## src/sv/hsvc_pkg.sv

```systemverilog
// shared types and constants of the hsv to rgb converter
package hsvc_pkg;

    // hue full range and width of one of the six sectors
    localparam int HUE_SPAN     = 360;
    localparam int SECTOR_COUNT = 6;
    localparam int SECTOR_SPAN  = HUE_SPAN / SECTOR_COUNT;

    // q16 unity and rounding constants
    localparam int ONE_Q16      = 65536;
    localparam int ROUND_HALF   = 32768;
    localparam int CHAN_SCALE   = 255;

    // fraction = offset * 65536 / 60 = offset * 1092 + offset * 4 / 15
    // the 4/15 part is taken as (offset * 17480) >> 16, exact for offset < 60
    localparam int FRAC_INT     = ONE_Q16 / SECTOR_SPAN;
    localparam int FRAC_CORR    = 17480;

    // hue sector codes
    typedef enum logic [2:0] {
        SEC_RED     = 3'd0,
        SEC_YELLOW  = 3'd1,
        SEC_GREEN   = 3'd2,
        SEC_CYAN    = 3'd3,
        SEC_BLUE    = 3'd4,
        SEC_MAGENTA = 3'd5
    } hsvc_sector_t;

    // after hue reduction: sector and offset within sector
    typedef struct packed {
        hsvc_sector_t sector;
        logic [5:0]   offset;
        logic [7:0]   sat;
        logic [7:0]   bri;
    } hsvc_split_t;

    // after fraction: q16 fraction within sector
    typedef struct packed {
        hsvc_sector_t sector;
        logic [15:0]  frac;
        logic [7:0]   sat;
        logic [7:0]   bri;
    } hsvc_frac_t;

    // after saturation mix: s, s*f and s - s*f
    typedef struct packed {
        hsvc_sector_t sector;
        logic [15:0]  sat_q;
        logic [15:0]  sf;
        logic [15:0]  ta;
        logic [7:0]   bri;
        logic         gray;
    } hsvc_mix_t;

    // the four candidate channel terms in q16
    typedef struct packed {
        hsvc_sector_t sector;
        logic [15:0]  v;
        logic [15:0]  p;
        logic [15:0]  q;
        logic [15:0]  t;
        logic [7:0]   bri;
        logic         gray;
    } hsvc_term_t;

endpackage

```

## src/sv/hsvc_if.sv

```systemverilog
// stream interfaces for hsv requests and rgb results
interface hsvc_hsv_if;
    logic       valid;
    logic       ready;
    logic [8:0] hue;
    logic [7:0] saturation;
    logic [7:0] brightness;

    modport source (output valid, hue, saturation, brightness, input ready);
    modport sink   (input valid, hue, saturation, brightness, output ready);
endinterface

interface hsvc_rgb_if;
    logic       valid;
    logic       ready;
    logic [7:0] red;
    logic [7:0] green;
    logic [7:0] blue;

    modport source (output valid, red, green, blue, input ready);
    modport sink   (input valid, red, green, blue, output ready);
endinterface

```

## src/sv/hsvc_sector_stage.sv

```systemverilog
// two pipeline stages: hue wrap and sector split, then q16 fraction
module hsvc_sector_stage
    import hsvc_pkg::*;
(
    input  logic        clk,
    input  logic        rst_n,
    input  logic        up_valid,
    output logic        up_ready,
    input  logic [8:0]  hue,
    input  logic [7:0]  saturation,
    input  logic [7:0]  brightness,
    output logic        dn_valid,
    input  logic        dn_ready,
    output hsvc_frac_t  dn_data
);

    logic        split_vld_reg;
    hsvc_split_t split_reg;
    hsvc_split_t split_next;
    logic        frac_vld_reg;
    hsvc_frac_t  frac_reg;
    hsvc_frac_t  frac_next;
    logic        split_ready;
    logic        frac_ready;
    logic [8:0]  h_wrap;
    logic [8:0]  ofs_wide;
    logic [15:0] frac_int;
    logic [20:0] frac_corr;

    // stage advance conditions
    assign frac_ready  = !frac_vld_reg || dn_ready;
    assign split_ready = !split_vld_reg || frac_ready;
    assign up_ready    = split_ready;

    // hue wrap and sector search
    always_comb
    begin
        h_wrap = (hue >= 9'(HUE_SPAN)) ? hue - 9'(HUE_SPAN) : hue;
        if (h_wrap >= 9'(5 * SECTOR_SPAN))
        begin
            split_next.sector = SEC_MAGENTA;
            ofs_wide          = h_wrap - 9'(5 * SECTOR_SPAN);
        end
        else if (h_wrap >= 9'(4 * SECTOR_SPAN))
        begin
            split_next.sector = SEC_BLUE;
            ofs_wide          = h_wrap - 9'(4 * SECTOR_SPAN);
        end
        else if (h_wrap >= 9'(3 * SECTOR_SPAN))
        begin
            split_next.sector = SEC_CYAN;
            ofs_wide          = h_wrap - 9'(3 * SECTOR_SPAN);
        end
        else if (h_wrap >= 9'(2 * SECTOR_SPAN))
        begin
            split_next.sector = SEC_GREEN;
            ofs_wide          = h_wrap - 9'(2 * SECTOR_SPAN);
        end
        else if (h_wrap >= 9'(SECTOR_SPAN))
        begin
            split_next.sector = SEC_YELLOW;
            ofs_wide          = h_wrap - 9'(SECTOR_SPAN);
        end
        else
        begin
            split_next.sector = SEC_RED;
            ofs_wide          = h_wrap;
        end
        split_next.offset = ofs_wide[5:0];
        split_next.sat    = saturation;
        split_next.bri    = brightness;
    end

    // fraction by constant reciprocal
    always_comb
    begin
        frac_int         = 16'(split_reg.offset * 16'(FRAC_INT));
        frac_corr        = 21'(split_reg.offset * 21'(FRAC_CORR));
        frac_next.sector = split_reg.sector;
        frac_next.frac   = frac_int + {11'd0, frac_corr[20:16]};
        frac_next.sat    = split_reg.sat;
        frac_next.bri    = split_reg.bri;
    end

    // valid bits
    always_ff @(posedge clk or negedge rst_n)
    begin
        if (!rst_n)
        begin
            split_vld_reg <= 1'b0;
            frac_vld_reg  <= 1'b0;
        end
        else
        begin
            if (split_ready)
                split_vld_reg <= up_valid;
            if (frac_ready)
                frac_vld_reg <= split_vld_reg;
        end
    end

    // payload registers
    always_ff @(posedge clk)
    begin
        if (split_ready && up_valid)
            split_reg <= split_next;
        if (frac_ready && split_vld_reg)
            frac_reg <= frac_next;
    end

    assign dn_valid = frac_vld_reg;
    assign dn_data  = frac_reg;

`ifndef SYNTHESIS
    // offset stays inside one sector
    a_offset_range: assert property (@(posedge clk) disable iff (!rst_n)
        split_vld_reg |-> (split_reg.offset < 6'(SECTOR_SPAN)))
        else $error("sector offset out of range");

    // fraction stays below unity
    a_frac_range: assert property (@(posedge clk) disable iff (!rst_n)
        frac_vld_reg |-> (frac_reg.frac <= 16'(ONE_Q16 - FRAC_INT)))
        else $error("fraction out of range");
`endif

endmodule

```

## src/sv/hsvc_term_stage.sv

```systemverilog
// two pipeline stages: saturation mix, then the v, p, q, t terms
module hsvc_term_stage
    import hsvc_pkg::*;
(
    input  logic        clk,
    input  logic        rst_n,
    input  logic        up_valid,
    output logic        up_ready,
    input  hsvc_frac_t  up_data,
    output logic        dn_valid,
    input  logic        dn_ready,
    output hsvc_term_t  dn_data
);

    logic        mix_vld_reg;
    hsvc_mix_t   mix_reg;
    hsvc_mix_t   mix_next;
    logic        term_vld_reg;
    hsvc_term_t  term_reg;
    hsvc_term_t  term_next;
    logic        mix_ready;
    logic        term_ready;
    logic [23:0] sf_prod;
    logic [16:0] comp_p;
    logic [16:0] comp_q;
    logic [16:0] comp_t;
    logic [24:0] prod_p;
    logic [24:0] prod_q;
    logic [24:0] prod_t;

    // stage advance conditions
    assign term_ready = !term_vld_reg || dn_ready;
    assign mix_ready  = !mix_vld_reg || term_ready;
    assign up_ready   = mix_ready;

    // s * f and s - s * f
    always_comb
    begin
        sf_prod         = {16'd0, up_data.sat} * {8'd0, up_data.frac};
        mix_next.sector = up_data.sector;
        mix_next.sat_q  = {up_data.sat, 8'd0};
        mix_next.sf     = sf_prod[23:8];
        mix_next.ta     = {up_data.sat, 8'd0} - sf_prod[23:8];
        mix_next.bri    = up_data.bri;
        mix_next.gray   = (up_data.sat == 8'd0);
    end

    // v * (1 - a) for the three terms
    always_comb
    begin
        comp_p           = 17'(ONE_Q16) - {1'b0, mix_reg.sat_q};
        comp_q           = 17'(ONE_Q16) - {1'b0, mix_reg.sf};
        comp_t           = 17'(ONE_Q16) - {1'b0, mix_reg.ta};
        prod_p           = {17'd0, mix_reg.bri} * {8'd0, comp_p};
        prod_q           = {17'd0, mix_reg.bri} * {8'd0, comp_q};
        prod_t           = {17'd0, mix_reg.bri} * {8'd0, comp_t};
        term_next.sector = mix_reg.sector;
        term_next.v      = {mix_reg.bri, 8'd0};
        term_next.p      = prod_p[23:8];
        term_next.q      = prod_q[23:8];
        term_next.t      = prod_t[23:8];
        term_next.bri    = mix_reg.bri;
        term_next.gray   = mix_reg.gray;
    end

    // valid bits
    always_ff @(posedge clk or negedge rst_n)
    begin
        if (!rst_n)
        begin
            mix_vld_reg  <= 1'b0;
            term_vld_reg <= 1'b0;
        end
        else
        begin
            if (mix_ready)
                mix_vld_reg <= up_valid;
            if (term_ready)
                term_vld_reg <= mix_vld_reg;
        end
    end

    // payload registers
    always_ff @(posedge clk)
    begin
        if (mix_ready && up_valid)
            mix_reg <= mix_next;
        if (term_ready && mix_vld_reg)
            term_reg <= term_next;
    end

    assign dn_valid = term_vld_reg;
    assign dn_data  = term_reg;

`ifndef SYNTHESIS
    // no term exceeds v
    a_term_bound: assert property (@(posedge clk) disable iff (!rst_n)
        term_vld_reg |-> (term_reg.p <= term_reg.v && term_reg.q <= term_reg.v
                          && term_reg.t <= term_reg.v))
        else $error("channel term above value");
`endif

endmodule

```

## src/sv/hsvc_round_stage.sv

```systemverilog
// output stage: sector channel select, scale by 255 and round
module hsvc_round_stage
    import hsvc_pkg::*;
(
    input  logic        clk,
    input  logic        rst_n,
    input  logic        up_valid,
    output logic        up_ready,
    input  hsvc_term_t  up_data,
    output logic        dn_valid,
    input  logic        dn_ready,
    output logic [7:0]  red,
    output logic [7:0]  green,
    output logic [7:0]  blue
);

    logic        out_vld_reg;
    logic [7:0]  red_reg;
    logic [7:0]  green_reg;
    logic [7:0]  blue_reg;
    logic [7:0]  red_next;
    logic [7:0]  green_next;
    logic [7:0]  blue_next;
    logic [15:0] r_term;
    logic [15:0] g_term;
    logic [15:0] b_term;
    logic [24:0] r_scaled;
    logic [24:0] g_scaled;
    logic [24:0] b_scaled;

    assign up_ready = !out_vld_reg || dn_ready;

    // sector table
    always_comb
    begin
        case (up_data.sector)
            SEC_RED:
            begin
                r_term = up_data.v; g_term = up_data.t; b_term = up_data.p;
            end
            SEC_YELLOW:
            begin
                r_term = up_data.q; g_term = up_data.v; b_term = up_data.p;
            end
            SEC_GREEN:
            begin
                r_term = up_data.p; g_term = up_data.v; b_term = up_data.t;
            end
            SEC_CYAN:
            begin
                r_term = up_data.p; g_term = up_data.q; b_term = up_data.v;
            end
            SEC_BLUE:
            begin
                r_term = up_data.t; g_term = up_data.p; b_term = up_data.v;
            end
            default:
            begin
                r_term = up_data.v; g_term = up_data.p; b_term = up_data.q;
            end
        endcase
    end

    // scale to 0..255, round half up; gray passes brightness through
    always_comb
    begin
        r_scaled = 25'(r_term * 25'(CHAN_SCALE)) + 25'(ROUND_HALF);
        g_scaled = 25'(g_term * 25'(CHAN_SCALE)) + 25'(ROUND_HALF);
        b_scaled = 25'(b_term * 25'(CHAN_SCALE)) + 25'(ROUND_HALF);
        if (up_data.gray)
        begin
            red_next   = up_data.bri;
            green_next = up_data.bri;
            blue_next  = up_data.bri;
        end
        else
        begin
            red_next   = r_scaled[23:16];
            green_next = g_scaled[23:16];
            blue_next  = b_scaled[23:16];
        end
    end

    // valid bit
    always_ff @(posedge clk or negedge rst_n)
    begin
        if (!rst_n)
            out_vld_reg <= 1'b0;
        else if (up_ready)
            out_vld_reg <= up_valid;
    end

    // result registers
    always_ff @(posedge clk)
    begin
        if (up_ready && up_valid)
        begin
            red_reg   <= red_next;
            green_reg <= green_next;
            blue_reg  <= blue_next;
        end
    end

    assign dn_valid = out_vld_reg;
    assign red      = red_reg;
    assign green    = green_reg;
    assign blue     = blue_reg;

`ifndef SYNTHESIS
    // a gray request gives three equal channels
    a_gray_equal: assert property (@(posedge clk) disable iff (!rst_n)
        (up_valid && up_ready && up_data.gray)
            |=> (red_reg == green_reg && green_reg == blue_reg))
        else $error("gray request gave unequal channels");
`endif

endmodule

```

## src/sv/hsv_to_rgb_converter.sv

```systemverilog
// hsv to rgb converter
// throughput one pixel per cycle unless rgb stalls, through five register stages; the ready chain
// lets every stage advance whenever the stage after it moves or is empty
// a stall on rgb holds the full stages in place without loss or repeat
// reset (rst_n low, asynchronous) clears the stage valid bits only
// top level: hue split, saturation mix and term stages, then rounding
module hsv_to_rgb_converter
    import hsvc_pkg::*;
(
    input  logic       clk,
    input  logic       rst_n,
    hsvc_hsv_if.sink   hsv,
    hsvc_rgb_if.source rgb
);

    logic       frac_valid;
    logic       frac_ready;
    hsvc_frac_t frac_data;
    logic       term_valid;
    logic       term_ready;
    hsvc_term_t term_data;

    // hue reduction and sector fraction
    hsvc_sector_stage u_sector (
        .clk        (clk),
        .rst_n      (rst_n),
        .up_valid   (hsv.valid),
        .up_ready   (hsv.ready),
        .hue        (hsv.hue),
        .saturation (hsv.saturation),
        .brightness (hsv.brightness),
        .dn_valid   (frac_valid),
        .dn_ready   (frac_ready),
        .dn_data    (frac_data)
    );

    // saturation mix and channel terms
    hsvc_term_stage u_term (
        .clk      (clk),
        .rst_n    (rst_n),
        .up_valid (frac_valid),
        .up_ready (frac_ready),
        .up_data  (frac_data),
        .dn_valid (term_valid),
        .dn_ready (term_ready),
        .dn_data  (term_data)
    );

    // channel select and rounding
    hsvc_round_stage u_round (
        .clk      (clk),
        .rst_n    (rst_n),
        .up_valid (term_valid),
        .up_ready (term_ready),
        .up_data  (term_data),
        .dn_valid (rgb.valid),
        .dn_ready (rgb.ready),
        .red      (rgb.red),
        .green    (rgb.green),
        .blue     (rgb.blue)
    );

endmodule

```

## src/flat_wrapper.sv

```systemverilog
// flat-port wrapper written by rule: the top's interface ports become plain ports
module hsv_to_rgb_converter_flat import hsvc_pkg::*;
  (clk, rst_n, hsv_valid, hsv_hue, hsv_saturation, hsv_brightness, hsv_ready, rgb_valid, rgb_red, rgb_green, rgb_blue, rgb_ready);
  hsvc_hsv_if hsv_i ();
  hsvc_rgb_if rgb_i ();
  input  logic clk;
  input  logic rst_n;
  input wire logic [$bits(hsv_i.valid)-1:0] hsv_valid;
  input wire logic [$bits(hsv_i.hue)-1:0] hsv_hue;
  input wire logic [$bits(hsv_i.saturation)-1:0] hsv_saturation;
  input wire logic [$bits(hsv_i.brightness)-1:0] hsv_brightness;
  output wire logic [$bits(hsv_i.ready)-1:0] hsv_ready;
  output wire logic [$bits(rgb_i.valid)-1:0] rgb_valid;
  output wire logic [$bits(rgb_i.red)-1:0] rgb_red;
  output wire logic [$bits(rgb_i.green)-1:0] rgb_green;
  output wire logic [$bits(rgb_i.blue)-1:0] rgb_blue;
  input wire logic [$bits(rgb_i.ready)-1:0] rgb_ready;
  assign hsv_i.valid = hsv_valid;
  assign hsv_i.hue = hsv_hue;
  assign hsv_i.saturation = hsv_saturation;
  assign hsv_i.brightness = hsv_brightness;
  assign hsv_ready = hsv_i.ready;
  assign rgb_valid = rgb_i.valid;
  assign rgb_red = rgb_i.red;
  assign rgb_green = rgb_i.green;
  assign rgb_blue = rgb_i.blue;
  assign rgb_i.ready = rgb_ready;
  hsv_to_rgb_converter u_core (.clk(clk), .rst_n(rst_n), .hsv(hsv_i), .rgb(rgb_i));
endmodule
```

## config.mk

```make
export PLATFORM = sky130hd
export DESIGN_NAME = hsv_to_rgb_converter_flat
export DESIGN_NICKNAME = d
export VERILOG_FILES = /design/src/sv/hsvc_pkg.sv /design/src/sv/hsvc_if.sv /design/src/sv/hsvc_sector_stage.sv /design/src/sv/hsvc_term_stage.sv /design/src/sv/hsvc_round_stage.sv /design/src/sv/hsv_to_rgb_converter.sv /design/src/flat_wrapper.sv
export SDC_FILE = /design/constraint.sdc
export NUM_CORES = 2
export LEC_CHECK = 0
export ABC_AREA = 1
export BUFFER_PORTS_ARGS = -buffer_cell sky130_fd_sc_hd__buf_2
export CAP_MARGIN = 20
export CORE_ASPECT_RATIO = 0.5
export CORE_MARGIN = 2
export CORE_UTILIZATION = 55
export CTS_BUF_LIST = sky130_fd_sc_hd__clkbuf_4
export DETAILED_ROUTE_END_ITERATION = 8
export GPL_TIMING_DRIVEN = 1
export PLACE_DENSITY = 0.71
export SLEW_MARGIN = 5
export SYNTH_ARGS = -nofsm -noshare
export SYNTH_HDL_FRONTEND = slang
export SYNTH_SLANG_ARGS = --single-unit
```

## constraint.sdc

```tcl
create_clock -name clk -period 8.27 [get_ports clk]
set_clock_uncertainty 0.05 [all_clocks]
set_input_delay 0 -clock clk [delete_from_list [all_inputs] [get_ports clk]]
set_output_delay 0 -clock clk [all_outputs]
set_load 0.02 [all_outputs]
```

Yosys cells after proc, flatten, opt, wreduce, memory -nomap -nowiden
Index checks and enable logic that the tools add are counted.
Operators by class
  $add $sub $neg: 14
  multipliers: 9
  order comparisons: 6
  equal/unequal tests: 4
  multiplexer cells: 16
  reductions and logical operators: 22
Operators with widths (number)
  one-hot mux 16 bit (3 select lines): 3
  adder 24 x 16 -> 24 bit (second input constant): 3
  multiplier 16 x 8 -> 24 bit (second input constant): 3
  multiplier 8 x 17 -> 24 bit: 3
  subtractor 17 x 16 -> 17 bit (first input constant): 3
  2-to-1 mux 6 bit: 5
  subtractor 6 bit (second input constant): 5
  multiplier 8 x 16 -> 24 bit: 1
  2-to-1 mux 8 bit: 3
  greater-or-equal comparator 9 x 8 -> 1 bit (second input constant): 2
  greater-or-equal comparator 9 bit (second input constant): 2
  multiplier 6 x 12 -> 18 bit (second input constant): 1
  adder 16 x 5 -> 16 bit: 1
  subtractor 16 bit: 1
  multiplier 6 x 9 -> 14 bit (second input constant): 1
  OR reduction 2 bit: 5
  greater-or-equal comparator 9 x 6 -> 1 bit (second input constant): 1
  greater-or-equal comparator 9 x 7 -> 1 bit (second input constant): 1
  2-to-1 mux 9 bit: 1
  subtractor 9 bit (second input constant): 1
  zero test 8 bit: 1
  == test 3 x 2 -> 1 bit (second input constant): 2
  logical AND 1 bit: 5
  zero test 1 bit: 5
  other kinds (6): 12
Storage, ports and cells
  bits in registers: 201
  output and inout port bits: 26
  word-level logic and storage cells: 100

Longest topological paths before layout
  word-level depth: 8
  gate-level depth with buffers: 34
  gate-level depth less buffers: 32

Hierarchy
From an unflattened synthesis, not the netlist that was laid out.
Unflattened totals
  cell total of the unflattened synthesis: 4283
  area total of the unflattened synthesis: 35143.7 um^2
By module, submodules not included
  hsvc_term_stage: times used 1, cells each 2330, area each 19391.1 um^2, seq. area each 3383.2 um^2
  hsvc_round_stage: times used 1, cells each 1627, area each 12360.6 um^2, seq. area each 745.7 um^2
  hsvc_sector_stage: times used 1, cells each 326, area each 3392.0 um^2, seq. area each 1851.8 um^2

Worst setup path after synthesis
Ideal clock, no wire load.
  path kind: reg2reg
  start point: register u_core.u_term.term_reg (netlist bit u_core.u_term.dn_data[74])
  end point: register u_core.u_round.blue_reg[6], in the netlist u_core.u_round.blue[6] (data pin)
  library setup time: 0.254 ns
  arrival: 5.796 ns
  setup slack: 2.171 ns
  cell stages (with the launch flop): 27
  buffers on the path: 0
  clock period less this slack: 6.099 ns
  cell sequence: edfxtp_1 nor2_2 inv_1 nor2_2 inv_1 nand2_1 nand2_1 a22oi_1 inv_1 fa_1 inv_1 fa_1 inv_1 fa_1 inv_1 fa_1 inv_1 ha_1 a21oi_1 o21ai_0 a221oi_1 nand3_1 nand2_1 nand2_1 or2_2 nand3_1 nand2_1
On the way
  longest elaborated chain between the ends: 6
RTL lines
  start: declaration: line hsvc_term_stage.sv:19  | hsvc_term_t term_reg;
  start signal: assignment: line hsvc_term_stage.sv:89  | term_reg <= term_next;
  == test 3 bit, or another cell as far along: line hsvc_round_stage.sv:36  | case (up_data.sector)
  OR reduction 2 bit (no source line)
  one-hot mux 16 bit (3 select lines) (*): line hsvc_round_stage.sv:36
  multiplier 16 x 8 -> 24 bit (*): line hsvc_round_stage.sv:69  | b_scaled = 25'(b_term * 25'(CHAN_SCALE)) + 25'(ROUND_HALF);
  adder 24 x 16 -> 24 bit (*): line hsvc_round_stage.sv:69
  2-to-1 mux 8 bit (*): line hsvc_round_stage.sv:70  | if (up_data.gray)
  named net u_core.u_round.blue_next[6]: line hsvc_round_stage.sv:23  | logic [7:0] blue_next;
  end signal: assignment: line hsvc_round_stage.sv:100  | blue_reg <= blue_next;
  end: declaration: line hsvc_round_stage.sv:20  | logic [7:0] blue_reg;
Mark *: on every way through the listed nets, which the timed path passes. The rest lies on a longest branch.
A chain may end at the register's enable or synchronous reset.

Worst setup path after layout
  start point: register u_core.u_term.term_reg (netlist bit u_core.u_term.dn_data[75])
  end point: register u_core.u_round.blue_reg[6], in the netlist u_core.u_round.blue[6] (data pin)
Same word-level chain as after synthesis.

==> summary.txt <==
Synth
  • Post-synthesis cell area: between 30000 and 40000 sq um
  • Synth Register Bits: 200
  • Async S/R FF share, synth: 0.0250
  • Top post-synthesis cells by area: fa_1 (30%), edfxtp_1 (17%), ha_1 (13%)
  • Top FF cell, synth: edfxtp_1
  • Syn. warnings: 0
  • Post-synthesis net count: 4903
  • EDFF count, synth: 195
  • Post-Syn Area per Cell: between 8 and 9 sq um
  • Post-synthesis cell count: roughly 4000
  • Synth top area share: 0.303
  • Sequential-to-total area share from yosys stat: 0.178
  • Synth cell types: 57
  • Area leader, netlist: fa_1

Hold path
  • Worst hold path class: input pin to flip-flop

Floorplan
  • Core footprint: 60900 sq um
  • Die area: 63300 sq um
  • Initial Util: 0.553
  • Row count: 64
  • IO Pins: 55
  • Die W: 354 microns
  • Die Ht: 179 microns

Critical path
  • Crit-path max FO: 14
  • Flop2flop setup slack: 1.03 ns
  • Worst path top cell family by delay: adder cells
  • CP max stage cell: nor2_1
  • Worst path bufs/invs: 9
  • CP Class: flip-flop to flip-flop
  • CP Launch Type: flip-flop
  • Worst path max stage delay: 0.62 ns
  • Worst path required time: about 8.7 ns
  • Crit. End Element: flip-flop
  • CP arrival: around 7.6 ns
  • Crit-path most repeated cell: inv_1

Clocking
  • Post-CTS setup buffers: 0
  • TritonCTS clock tree: built
  • Clock slew seen by the registers of the worst setup and hold paths: between 0.15 and 0.2 ns
  • Clock tree root buffer cell: clkbuf_4
  • Inserted Clock Buffers: 17
  • CTS sink count: 200
  • Max H-tree Level: 4
  • Worst-skew pair later-pin latency: a little under 0.7 ns
  • CTS Buffer Depth: 2

Timing
  • Slew margin rel.: 0.289
  • Minimum clock period: 7.24 ns
  • Final Hold Vio Count: 0
  • Hold_ws: 0.136 ns
  • Slew Limit Fails: 0
  • Worst-Margin Slew: between 1 and 1.5 ns
  • Setup violators final: 0
  • RSZ-0062 raised after global routing: no
  • Final period util: 0.875
  • Final setup TNS: 0 ns
  • Highest Clock Rate: between 0.1 and 0.15 GHz

Placement
  • Dpl hpwl: 67.2 mm
  • Placer Congestion: 0.954
  • Port bufs: 54
  • Placed Instances: 4827

Route
  • Pre-antenna DRT Iters: 5
  • First DRT Iteration DRCs: 1869
  • Vias/cell: 5.25
  • Avg WL per Cell: 16.6 microns
  • Post-DRT Antenna Nets: 0
  • Vias after detailed routing: 25789
  • DRC viols: 0
  • Total wire length: 81.7 mm

Global routing
  • Initial antenna violation count: 1
  • GRT met2 Usage: 0.448
  • Largest net degree at the start of global routing: 61
  • First-pass GRT wire length: about 130 mm
  • GR Util met3: 0.0435
  • Total gr overflow: 0
  • GR Util met1: 0.365
  • Busiest layer in global routing: met2
  • Vias in the first global route: about 26000
  • Gr usage total: 0.267

Finish
  • Layout area overhead: 5.90%
  • Nets: slightly below 5000
  • Non-filler cells, final: a little under 5000
  • Max reg flops: 60
  • Fraction of layout cells with a size suffix above 1: 0.0543

Outcome
  • Status: complete, no violations

Run
  • Max Cap Viol: 0
per-layer routing:
layer / wire length (microns) / vias to the layer above
met3: 5280 / 125
met1: 36600 / 12561
li1: - / 12307
met2: 37900 / 796
met5: 0 / -
met4: 1930 / 0
cells by family after synthesis:
| logic type | synth area share |
|---|---|
| AND/OR/NAND/NOR | 0.164 |
| flip-flops | 0.178 |
| buffers and inverters | 0.130 |
| XOR/XNOR | 0.0284 |
| adder cells (fa/ha/maj) | 0.435 |
| AO/OA/AOI/OAI | 0.0648 |
layout by cell type (no fill, tap or decap), types with 18 or more instances in the layout:
master	instances
inv_1	1059
nand2_1	778
fa_1	509
ha_1	357
nor2_1	259
edfxtp_1	195
a21oi_1	146
o21ai_0	95
nand3_1	85
xor2_1	70
buf_2	54
dlygate4sd3_1	51
xnor2_1	39
a221oi_1	34
nand2_2	32
nor3_1	26
nand4_1	25
buf_4	24
inv_2	20
or2_2	18
final timing paths:
path / start / end / cells after the start
max: u_core.u_term.dn_data[75]$_DFFE_PP_ / u_core.u_round.blue[6]$_DFFE_PP_ / 28
max reg2reg: u_core.u_term.dn_data[75]$_DFFE_PP_ / u_core.u_round.blue[6]$_DFFE_PP_ / 28
min in group asynchronous: rst_n / u_core.u_round.dn_valid$_DFFE_PN0P_ / 3
max in group asynchronous: rst_n / u_core.u_sector.split_vld_reg$_DFFE_PN0N_ / 3
min: hsv_hue[6] / u_core.u_sector.frac_next[33]$_SDFFCE_PP0P_ / 8
min reg2reg: u_core.u_sector.dn_data[6]$_DFFE_PP_ / u_core.u_term.mix_reg[7]$_DFFE_PP_ / 0
what timing repair did:
action | CTS | global route
resized for setup | 0 | 0
hold endpoints to repair | 84 | 0
hold buffers | 51 | 0
worst min-delay path: stages:
cell and delay, ns:
buf_2 0.11, xor2_1 0.07, nand2_1 0.10, nand3_1 0.11, inv_1 0.08, nand2_1 0.06, nand3_2 0.14, nor2_1 0.06
Yosys cell counts, types with 4 or more instances:
cell type     n
nor2_4        4
nand3_2      11
nand2_1     778
inv_2        18
buf_1         9
nand3_1      85
a22oi_1      13
nand3b_1     12
nand2_2      32
edfxtp_1    195
and3_1        4
o21ai_1       9
and2_1        8
dfrtp_1       5
o2111ai_1     5
nor2_2       12
nor4_1        8
nand4_1      25
a221oi_1     34
nor3_1       26
inv_1      1061
a21oi_1     146
a31oi_1       7
fa_1        509
ha_1        357
o211ai_1      7
a21o_1       15
o21bai_1     11
nor2_1      263
buf_2         7
or2_2        18
xnor2_1      39
xor2_1       70
clkbuf_1     65
o21ai_0      95
final cells by class:
type | count | area [sq um]
Sequential cell | 200 | 5980
Clock inverter | 15 | 164
Clock buffer | 17 | 128
Multi-Input combinational cell | 2643 | 23300
Timing Repair Buffer | 130 | 981
Fill cell | 5393 | 25200
Tap cell | 825 | 1030
Inverter | 1081 | 4060
Antenna cell | 1 | 2.50
per-stage QoR:
| step | utilization | instance area, sq um | worst slack [ns] |
|---|---|---|---|
| detailed placement | 0.572 | 34800 | 1.10 |
| global route | 0.586 | 35700 | 0.512 |
| finish | 0.586 | 35700 | 1.03 |
| CTS | 0.586 | 35600 | 1.09 |
| floorplan | - | 33700 | 2.17 |
| global placement | 0.572 | 34800 | 1.25 |
Power is not shown: default switching activity piles up to over one toggle a cycle in this logic, so the estimate is an artifact.
